--- config.mk ---
export PLATFORM = sky130hd
export DESIGN_NAME = dpm_ptab
export DESIGN_NICKNAME = d
export VERILOG_FILES = /design/src/sv/dpm_pkg.sv /design/src/sv/dpm_ptab.sv
export SDC_FILE = /design/constraint.sdc
export NUM_CORES = 1
export LEC_CHECK = 0
export BUFFER_PORTS_ARGS = -buffer_cell sky130_fd_sc_hd__clkbuf_2
export CORE_MARGIN = 1.5
export CORE_UTILIZATION = 55
export DETAILED_ROUTE_END_ITERATION = 8
export PLACE_DENSITY = 0.67
export SLEW_MARGIN = 5
export SYNTH_ARGS = -nofsm -noshare
export SYNTH_HDL_FRONTEND = slang
export SYNTH_SLANG_ARGS = --single-unit
--- constraint.sdc ---
create_clock -name clk -period 3.8 [get_ports clk]
set_input_delay 0.38 -clock clk [delete_from_list [all_inputs] [get_ports clk]]
set_output_delay 0.38 -clock clk [all_outputs]
set_load 0.005 [all_outputs]
--- src/sv/dpm_pkg.sv ---
`default_nettype none
package dpm_pkg;
	localparam int PAGE_BYTES = 32;
	localparam int VIRT_PAGES = 16;
	localparam int FRAMES = 32;
	localparam int PROCS = 8;
	localparam int OFF_W = $clog2(PAGE_BYTES);
	localparam int VP_W = $clog2(VIRT_PAGES);
	localparam int FR_W = $clog2(FRAMES);
	localparam int PID_W = $clog2(PROCS);
	localparam int PT_AW = PID_W + VP_W;
	localparam int PM_AW = FR_W + OFF_W;
	localparam int NP_W = $clog2(VIRT_PAGES + 1);
	localparam int BUD_W = $clog2(FRAMES + 1);

	typedef logic [1:0] opcode_t;
	localparam opcode_t OP_CREATE = 2'd0;
	localparam opcode_t OP_READ = 2'd1;
	localparam opcode_t OP_WRITE = 2'd2;
	localparam opcode_t OP_EXIT = 2'd3;

	typedef logic [2:0] status_t;
	localparam status_t ST_OK = 3'd0;
	localparam status_t ST_TOO_LARGE = 3'd1;
	localparam status_t ST_NO_SLOT = 3'd2;
	localparam status_t ST_NO_PAGES = 3'd3;
	localparam status_t ST_BOUNDS = 3'd4;
	localparam status_t ST_NO_FRAME = 3'd5;
	localparam status_t ST_NOT_RUNNING = 3'd6;

	// page table entry: present + frame
	typedef struct packed {
		logic present;
		logic [FR_W-1:0] frame;
	} pte_t;

	typedef struct packed {
		logic we;
		logic [PT_AW-1:0] addr;
		pte_t wd;
	} pt_req_t;

	typedef struct packed {
		logic we;
		logic [PM_AW-1:0] addr;
		logic [7:0] wd;
	} pm_req_t;
endpackage
`default_nettype wire

--- src/sv/dpm_ptab.sv ---
`default_nettype none
module dpm_ptab (
	input wire logic clk,
	input wire dpm_pkg::pt_req_t req,
	output dpm_pkg::pte_t rd
);
	import dpm_pkg::*;
	pte_t mem_q [PROCS*VIRT_PAGES];
	always_ff @(posedge clk) begin
		if (req.we) mem_q[req.addr] <= req.wd;
		rd <= mem_q[req.addr];
	end
endmodule
`default_nettype wire

Word-level counts from Yosys, hierarchy flattened
Memory sizes are Yosys's and may differ from the RTL's. A register that Yosys moved wholly into a read port is not among the register bits.
Index checks and enable logic that the tools add are counted.
W data, S select, Z words.
{ "op_classes": {"muxes": 2} }
{ "ops": {"columns": ["operator", "count"], "rows": [
  ["$mux W1", 2]
]} }
{ "totals": {"reg_bits": 0, "ramBits": 768, "in_bits": 15, "output_inout_bits": 6, "wordCells": 3, "memories": 1} }
{ "mem_list": {"columns": ["memory", "depth", "word_bits", "rd", "rd_clocked_by_memory_dff", "wr", "line_no", "text"], "rows": [
  ["mem_q", 128, 6, 1, 1, 1, "dpm_ptab.sv:8", "pte_t mem_q [PROCS*VIRT_PAGES];"]
]} }

Longest topological paths before layout
Gate-level depths: netlist of run 1.
{ "logic_depth": {"ltp_word": 2, "ltp_mapped": 12, "mapped_depth_nobuf": 7} }

Worst setup path after synthesis of run 1
Ideal clock, no wire load.
{ "synth_path": {"kind": "input port to flip-flop", "from": "input port req[7] (netlist bit)", "to": "memory mem_q[74][0] (netlist bit), enable pin", "setup_ns": 0.377, "t_arrival_ns": 2.216, "required_ns": 3.423, "setup_slack_ns": 1.207, "stages": 8, "path_buffers": 6, "path_cell_list": "buf_2 buf_4 buf_2 buf_2 buf_2 buf_1 nand2_1 nor3_1"} }
{ "synth_lines": {"columns": ["element", "line_no", "text"], "rows": [
  ["start, declared", "dpm_ptab.sv:4", "input wire dpm_pkg::pt_req_t req,"],
  ["end, declared", "dpm_ptab.sv:8", null]
]} }
Straight into the memory's write port.

==> results by group, run 1 <==
Worst setup path
  • Worst r2r path cells: 7
  • Startpoint types: primary input
  • Critical-path cell list: buf_6 > buf_4 > nand2b_1 > o32ai_1 > a311oi_1 > o22ai_1 > or4_1 > a311o_1
  • Worst path slowest cell: or4_1
  • CP endpoint: rd[3]$_DFF_P_
  • Worst Path Required: 4.30 ns
  • Crit path DAT: 3.34 ns
  • Worst R2R End: rd[1]$_DFF_P_
  • Crit-path leading delay family: compound AO/OA/AOI/OAI gates
  • Origin of the worst setup path: req[6]
  • Crit end category: register
  • R2R Path Start: mem_q[98][1]$_DFFE_PP_
  • Levels on crit path: 8
  • CP bufs+invs: 2
  • Worst Path Max Fanout: 46
  • Delay of the slowest cell on the worst path: 0.56 ns
  • WS Path Type: in2reg
  • FF-to-FF setup slack: 1.40 ns

STA
  • Final period utilization: 74.58%
  • Setup violators final: 0
  • Final hold viol count: 0
  • Worst-Margin Slew: 1.098 ns
  • WHS: 0.2104 ns
  • Slew Limit Headroom: 26.46%
  • Clock Skew: 0.03058 ns
  • Setup TNS Final: 0 ns
  • RSZ-0062 raised after global routing: false
  • Final Critical Period: 2.834 ns
  • Max Clk Rate: 0.3528 GHz
  • Slew Limit Fails: 0

Clock tree
  • TritonCTS Buffers: 78
  • Postcts setup bufs: 0
  • CTS tree: done
  • Clock-pin slew on the worst setup and hold paths: 0.06 ns
  • Worst skew pair latency: 0.63 ns
  • Hold buffer count at cts: 0
  • Post_cts resized: 0
  • H-Tree Level Count: 3
  • Clock sink total: 774
  • Clock Tree Buf Depth: 3
  • Root buffer cell: clkbuf_16

Floorplan
  • Starting density of the core: 55.98%
  • Core Box Area: 54240 µm²
  • DIE AREA: 56630 µm²
  • FP Rows: 85
  • Die height: 238.0 µm
  • IO Count: 21
  • Die Width: 238.0 µm

Min path
  • Hold Crit Class: in2reg

Logic synthesis
  • Syn_area_per_cell: 16.40 µm²
  • Synth Cell Area: 30360 µm²
  • YS warnings: 0
  • Post-synth top area share: 75.95%
  • Sequential fraction of the synthesis area: 76.35%
  • Post-synth EDFFs: 768
  • Syn Inst Count: 1851
  • Syn Nets: 1866
  • #FFs+latches synth: 774
  • Yosys cell types: 59
  • Dominant synthesized flop cell: edfxtp_1
  • Async S/R FF share, synth: 0%
  • Synth top area cells: edfxtp_1 (76%), a221oi_1 (4.0%), nor2_1 (2.2%), mux2_2 (2.0%), a22oi_1 (1.7%)
  • Yosys top cell by area: edfxtp_1

Cells and area
  • Area Overhead vs Synth: 12.98%
  • Nets: 1954
  • Fin area: 34310 µm²
  • Layout cells sized above 1: 17.21%

Outcome
  • Status: finished, final reports clean

GRT
  • Vias in the first global route: 18403
  • Tot GR Track Use: 31.60%
  • GRT overflow: 0
  • Initial antenna violation count: 5
  • First-pass GRT wire length: 128.5 mm
  • Largest net degree at the start of global routing: 91

Power and ir drop
  • Peak VDD IR: 0.3599 mV
  • Lkg Pwr: 0.01089 µW
  • PwrDens: 526.5 nW/µm²

Routing
  • Antenna Violating Nets Remaining: 0
  • # DRC: 0
  • Via count: 18961
  • Final wirelength: 87.85 mm
  • DRT iter0 DRCs: 2680
  • Avg WL per Cell: 32.59 µm
  • DR vias/cell: 7.033
  • Pre-antenna DRT Iters: 6

Place
  • Gpl congestion: 0.9388
  • Detail Placement HPWL: 54.24 mm
  • Cell area after placement: 31850 µm²
  • Port buffer count: 20

Run
  • Max cap viols: 0
[metal layers]
metal,track usage [%],share of wire (%),up-vias
li1,-,-,7733
met5,0,0.055,-
met2,48.17,46,1449
met3,5.391,11,216
met1,45.30,38,9555
met4,13.99,4.4,8
[synthesized netlist by cell type, drive strengths merged (21+ instances only)]
cell type  instances
a221o             24
clkbuf            57
o21ai             46
mux4              21
o22ai             28
a221oi           140
mux2              56
nand2             68
edfxtp           768
nor2             180
mux2i             41
a21oi             81
buf               85
a22oi             67
[placed cells by master (no fill, tap or decap), types with 15 or more instances in the layout]
cell type and instances:
edfxtp_1 768, nor2_1 178, a221oi_1 140, buf_4 126, a21oi_1 81, clkbuf_16 81, nand2_1 68, a22oi_1 67
mux2_2 55, o21ai_0 46, mux2i_1 41, o22ai_1 28, a221o_1 24, mux4_2 21, a22o_1 19, nand3_1 19
clkbuf_1 19, clkinv_1 18, nor3_1 16, a211oi_1 15
[logic make-up after synthesis]
logic type / count (synthesis) / synth area share [%]
buf+inv: 149 / 2.233
flops: 774 / 76.35
simple gates: 326 / 4.595
compound gates: 484 / 11.83
mux: 118 / 4.998
[state kept, by name, indices dropped and copies added, names as in the netlist]
name and count:
rd 6, mem_q 768
[report_power, final]
part           leakage, µW  switching [µW]  internal, µW
Clock              0.00120            3150          4360
Combinational      0.00274             775           325
Sequential         0.00695            24.2          9430
Total               0.0109            3950         14100
[worst min path at each step]
stage                                       start                      to  cells after the start
after floorplan                            req[0]   mem_q[0][0]$_DFFE_PP_                      0
after global placement    mem_q[109][2]$_DFFE_PP_           rd[2]$_DFF_P_                      5
after detailed placement  mem_q[109][2]$_DFFE_PP_           rd[2]$_DFF_P_                      5
after CTS                                  req[4]  mem_q[27][4]$_DFFE_PP_                      1
after global routing                       req[4]  mem_q[27][4]$_DFFE_PP_                      1
final                                      req[4]  mem_q[90][4]$_DFFE_PP_                      1
[final cells by class]
class | instances | area, µm²
sequential | 774 | 23180
fill | 3803 | 19930
multi-input combinational | 928 | 6531
clock buffer | 100 | 2098
timing repair buffer | 150 | 1235
tap | 696 | 870.8
clock inverter | 40 | 359.1
inverter | 7 | 26.28
antenna | 1 | 2.502
[stage by stage]
step | utilization [%] | instances | power [µW] | setup slack, ns
4_1_cts | 63.24 | 2695 | 18090 | 1.079
6_report | 63.25 | 2696 | 18060 | 0.9659
5_1_grt | 63.24 | 2695 | 18480 | 0.8338
2_1_floorplan | - | 1851 | 10150 | 1.207
3_3_place_gp | 58.71 | 2555 | 10690 | 0.4757
3_5_place_dp | 58.71 | 2555 | 10700 | 0.4529
Note: power is estimated with default switching activity, not from simulation.
==> run 2: changes to the inputs <==
Clock period 3.8 ns to 2.9 ns, I/O delays scaled along.
==> results by group, run 2 (synthesis gave the netlist of run 1 again) <==
GRT
  • Tot GR Track Use: 31.95% (+0.35 points)
  • Largest net degree at the start of global routing: 129 (+42%)
  • Vias in the first global route: 18790 (+2.1%)
  • First-pass GRT wire length: 129.2 mm (+0.60%)
  • GRT overflow: 0 (unchanged)
  • Initial antenna violation count: 2 (-3)

Cells and area
  • Largest Register: mem_q
  • Area of the multi-input gates: 6531 µm² (unchanged)
  • Fill cells: 3677 (-3.3%)
  • Nets: 2102 (+7.6%)
  • Final design utilization: 65.58% (+2.3 points)
  • Storage cell area: 23180 µm² (unchanged)
  • Number of flip-flops under the largest register name: 768 (unchanged)
  • Biggest regs: mem_q (768), rd (6)
  • Most frequent cells in the layout: edfxtp_1 (768), buf_4 (259), nor2_1 (178)
  • Area Overhead vs Synth: 17.14%
  • Layout cells sized above 1: 23.02% (+5.8 points)
  • Commonest non-fill, non-tap cell in the layout: edfxtp_1

Floorplan
  • Core Box Area: 54240 µm² (unchanged)
  • IO Count: 21 (unchanged)
  • DIE AREA: 56630 µm² (unchanged)
  • FP Rows: 85 (unchanged)
  • Die Width: 238.0 µm (unchanged)
  • Starting density of the core: 55.98% (unchanged)
  • Die height: 238.0 µm (unchanged)

Clock tree
  • Clock sink total: 774 (unchanged)
  • H-Tree Level Count: 3 (unchanged)
  • Worst skew pair latency: 0.62 ns (about the same)
  • Root buffer cell: clkbuf_16
  • CTS tree: done
  • Clock-pin slew on the worst setup and hold paths: 0.06 ns (about the same)
  • Post_cts resized: 0 (unchanged)
  • Clock Tree Buf Depth: 3 (unchanged)
  • Postcts setup bufs: 0 (unchanged)
  • TritonCTS Buffers: 77 (-1.3%)
  • Hold buffer count at cts: 0 (unchanged)

STA
  • Max Clk Rate: 0.4050 GHz
  • Final hold viol count: 0 (unchanged)
  • WHS: 0.1325 ns (-0.07783 ns)
  • Worst-Margin Slew: 1.287 ns (+0.1884 ns)
  • Slew Limit Headroom: 13.02% (-13 points)
  • Setup TNS Final: 0 ns (unchanged)
  • Slew Limit Fails: 0 (unchanged)
  • Final period utilization: 85.15%
  • Final Critical Period: 2.469 ns
  • Clock Skew: 0.02648 ns (-0.004100 ns)
  • Setup violators final: 0 (unchanged)
  • RSZ-0062 raised after global routing: false

Outcome
  • Status: finished, final reports clean

Routing
  • # DRC: 0 (unchanged)
  • Final wirelength: 89.34 mm (+1.7%)
  • Via count: 19291 (+1.7%)
  • Avg WL per Cell: 31.47 µm (-3.4%)
  • Pre-antenna DRT Iters: 6 (unchanged)
  • DRT iter0 DRCs: 3057 (+14%)
  • Antenna Violating Nets Remaining: 0 (unchanged)
  • DR vias/cell: 6.795 (-3.4%)

Worst setup path
  • Crit path DAT: 2.94 ns (-0.40 ns)
  • Crit-path leading delay family: simple AND/OR/NAND/NOR gates
  • Critical-path cell list: buf_6 > nor2b_2 > buf_4 > nand2_1 > a21oi_1 > o221ai_1 > nor3_1 > buf_4 > nand4_1
  • Startpoint types: primary input
  • CP bufs+invs: 3 (+1)
  • Levels on crit path: 9 (+1)
  • Worst path slowest cell: nor2b_2
  • Crit end category: register
  • Cell repeated most along the worst path: buf_4
  • WS Path Type: in2reg
  • Worst Path Required: 3.38 ns (-0.92 ns)
  • Delay of the slowest cell on the worst path: 0.90 ns (+0.34 ns)
  • Worst r2r path cells: 6 (-1)
  • Worst Path Max Fanout: 14 (-70%)

Run
  • Max cap viols: 0 (unchanged)

Min path
  • Hold Crit Class: in2reg
  • Worst hold stages: 1 (unchanged)

Power and ir drop
  • Lkg Pwr: 0.01170 µW (+7.4%)
  • Peak VDD IR: 0.4474 mV (+24%)
  • Final Power: 23660 µW (+31%)
  • PwrDens: 665.1 nW/µm² (+26%)

Place
  • Detail Placement HPWL: 57.04 mm (+5.2%)
  • Gpl congestion: 0.9471 (+0.88%)
  • Port buffer count: 20 (unchanged)
-- run 2: cell count changes in the layout (fill, tap and decap cells not counted) --
cell	previous run	this run
clkinv_1	18	13
clkinv_4	0	1
inv_6	0	1
buf_4	126	259
clkbuf_1	19	18
clkbuf_16	81	79
buf_12	10	26
-- run 2: area by class of cell --
| class | instances | area share, % |
|---|---|---|
| Sequential cell | 774 | 65.18 |
| Multi-Input combinational cell | 928 | 18.36 |
| Timing Repair Buffer | 299 | 7.180 |
| Clock buffer | 97 | 5.748 |
| Tap cell | 696 | 2.448 |
| Clock inverter | 37 | 1.006 |
| Inverter | 7 | 0.07387 |
| Antenna cell | 1 | 0.007035 |
-- run 2: metrics by stage --
step | worst slack, ns | cells | cell area, µm²
global placement | -0.03294 | 2704 | 33160
global route | 0.3490 | 2838 | 35570
CTS | 0.5187 | 2838 | 35570
floorplan | 0.3967 | 1851 | 30360
detailed placement | -0.04248 | 2704 | 33160
finish | 0.4308 | 2839 | 35570
-- run 2: per-layer routing --
metal | track usage, % | routed length (µm) | part of all wire, %
met5 | 0 | 16 | 0.018
met4 | 14.55 | 4417 | 4.9
met3 | 6.606 | 10470 | 12
met2 | 49.03 | 40680 | 46
met1 | 44.47 | 33750 | 38
-- run 2: report_power, final --
| part | switching, µW | internal [µW] | total, µW |
|---|---|---|---|
| logic | 1060 | 530 | 1590 |
| registers | 31.6 | 12400 | 12400 |
| clock network | 4090 | 5600 | 9690 |
-- run 2: worst reg2reg max path: cells and delay by family, from the launching register on --
family,cells,cell delay [ns]
AOI/OAI and AO/OA,4,1.10
DFF,1,0.37
muxes,1,0.28
and+or+nand+nor,1,0.57
-- run 2: worst paths after layout --
| path | start | end | slack (ns) |
|---|---|---|---|
| worst max-delay path | req[8] | rd[5]$_DFF_P_ | 0.43 |
| worst min register to register | mem_q[24][2]$_DFFE_PP_ | rd[2]$_DFF_P_ | 0.79 |
| worst min-delay path | req[0] | mem_q[115][0]$_DFFE_PP_ | 0.13 |
| worst max register to register | mem_q[57][3]$_DFFE_PP_ | rd[3]$_DFF_P_ | 0.47 |
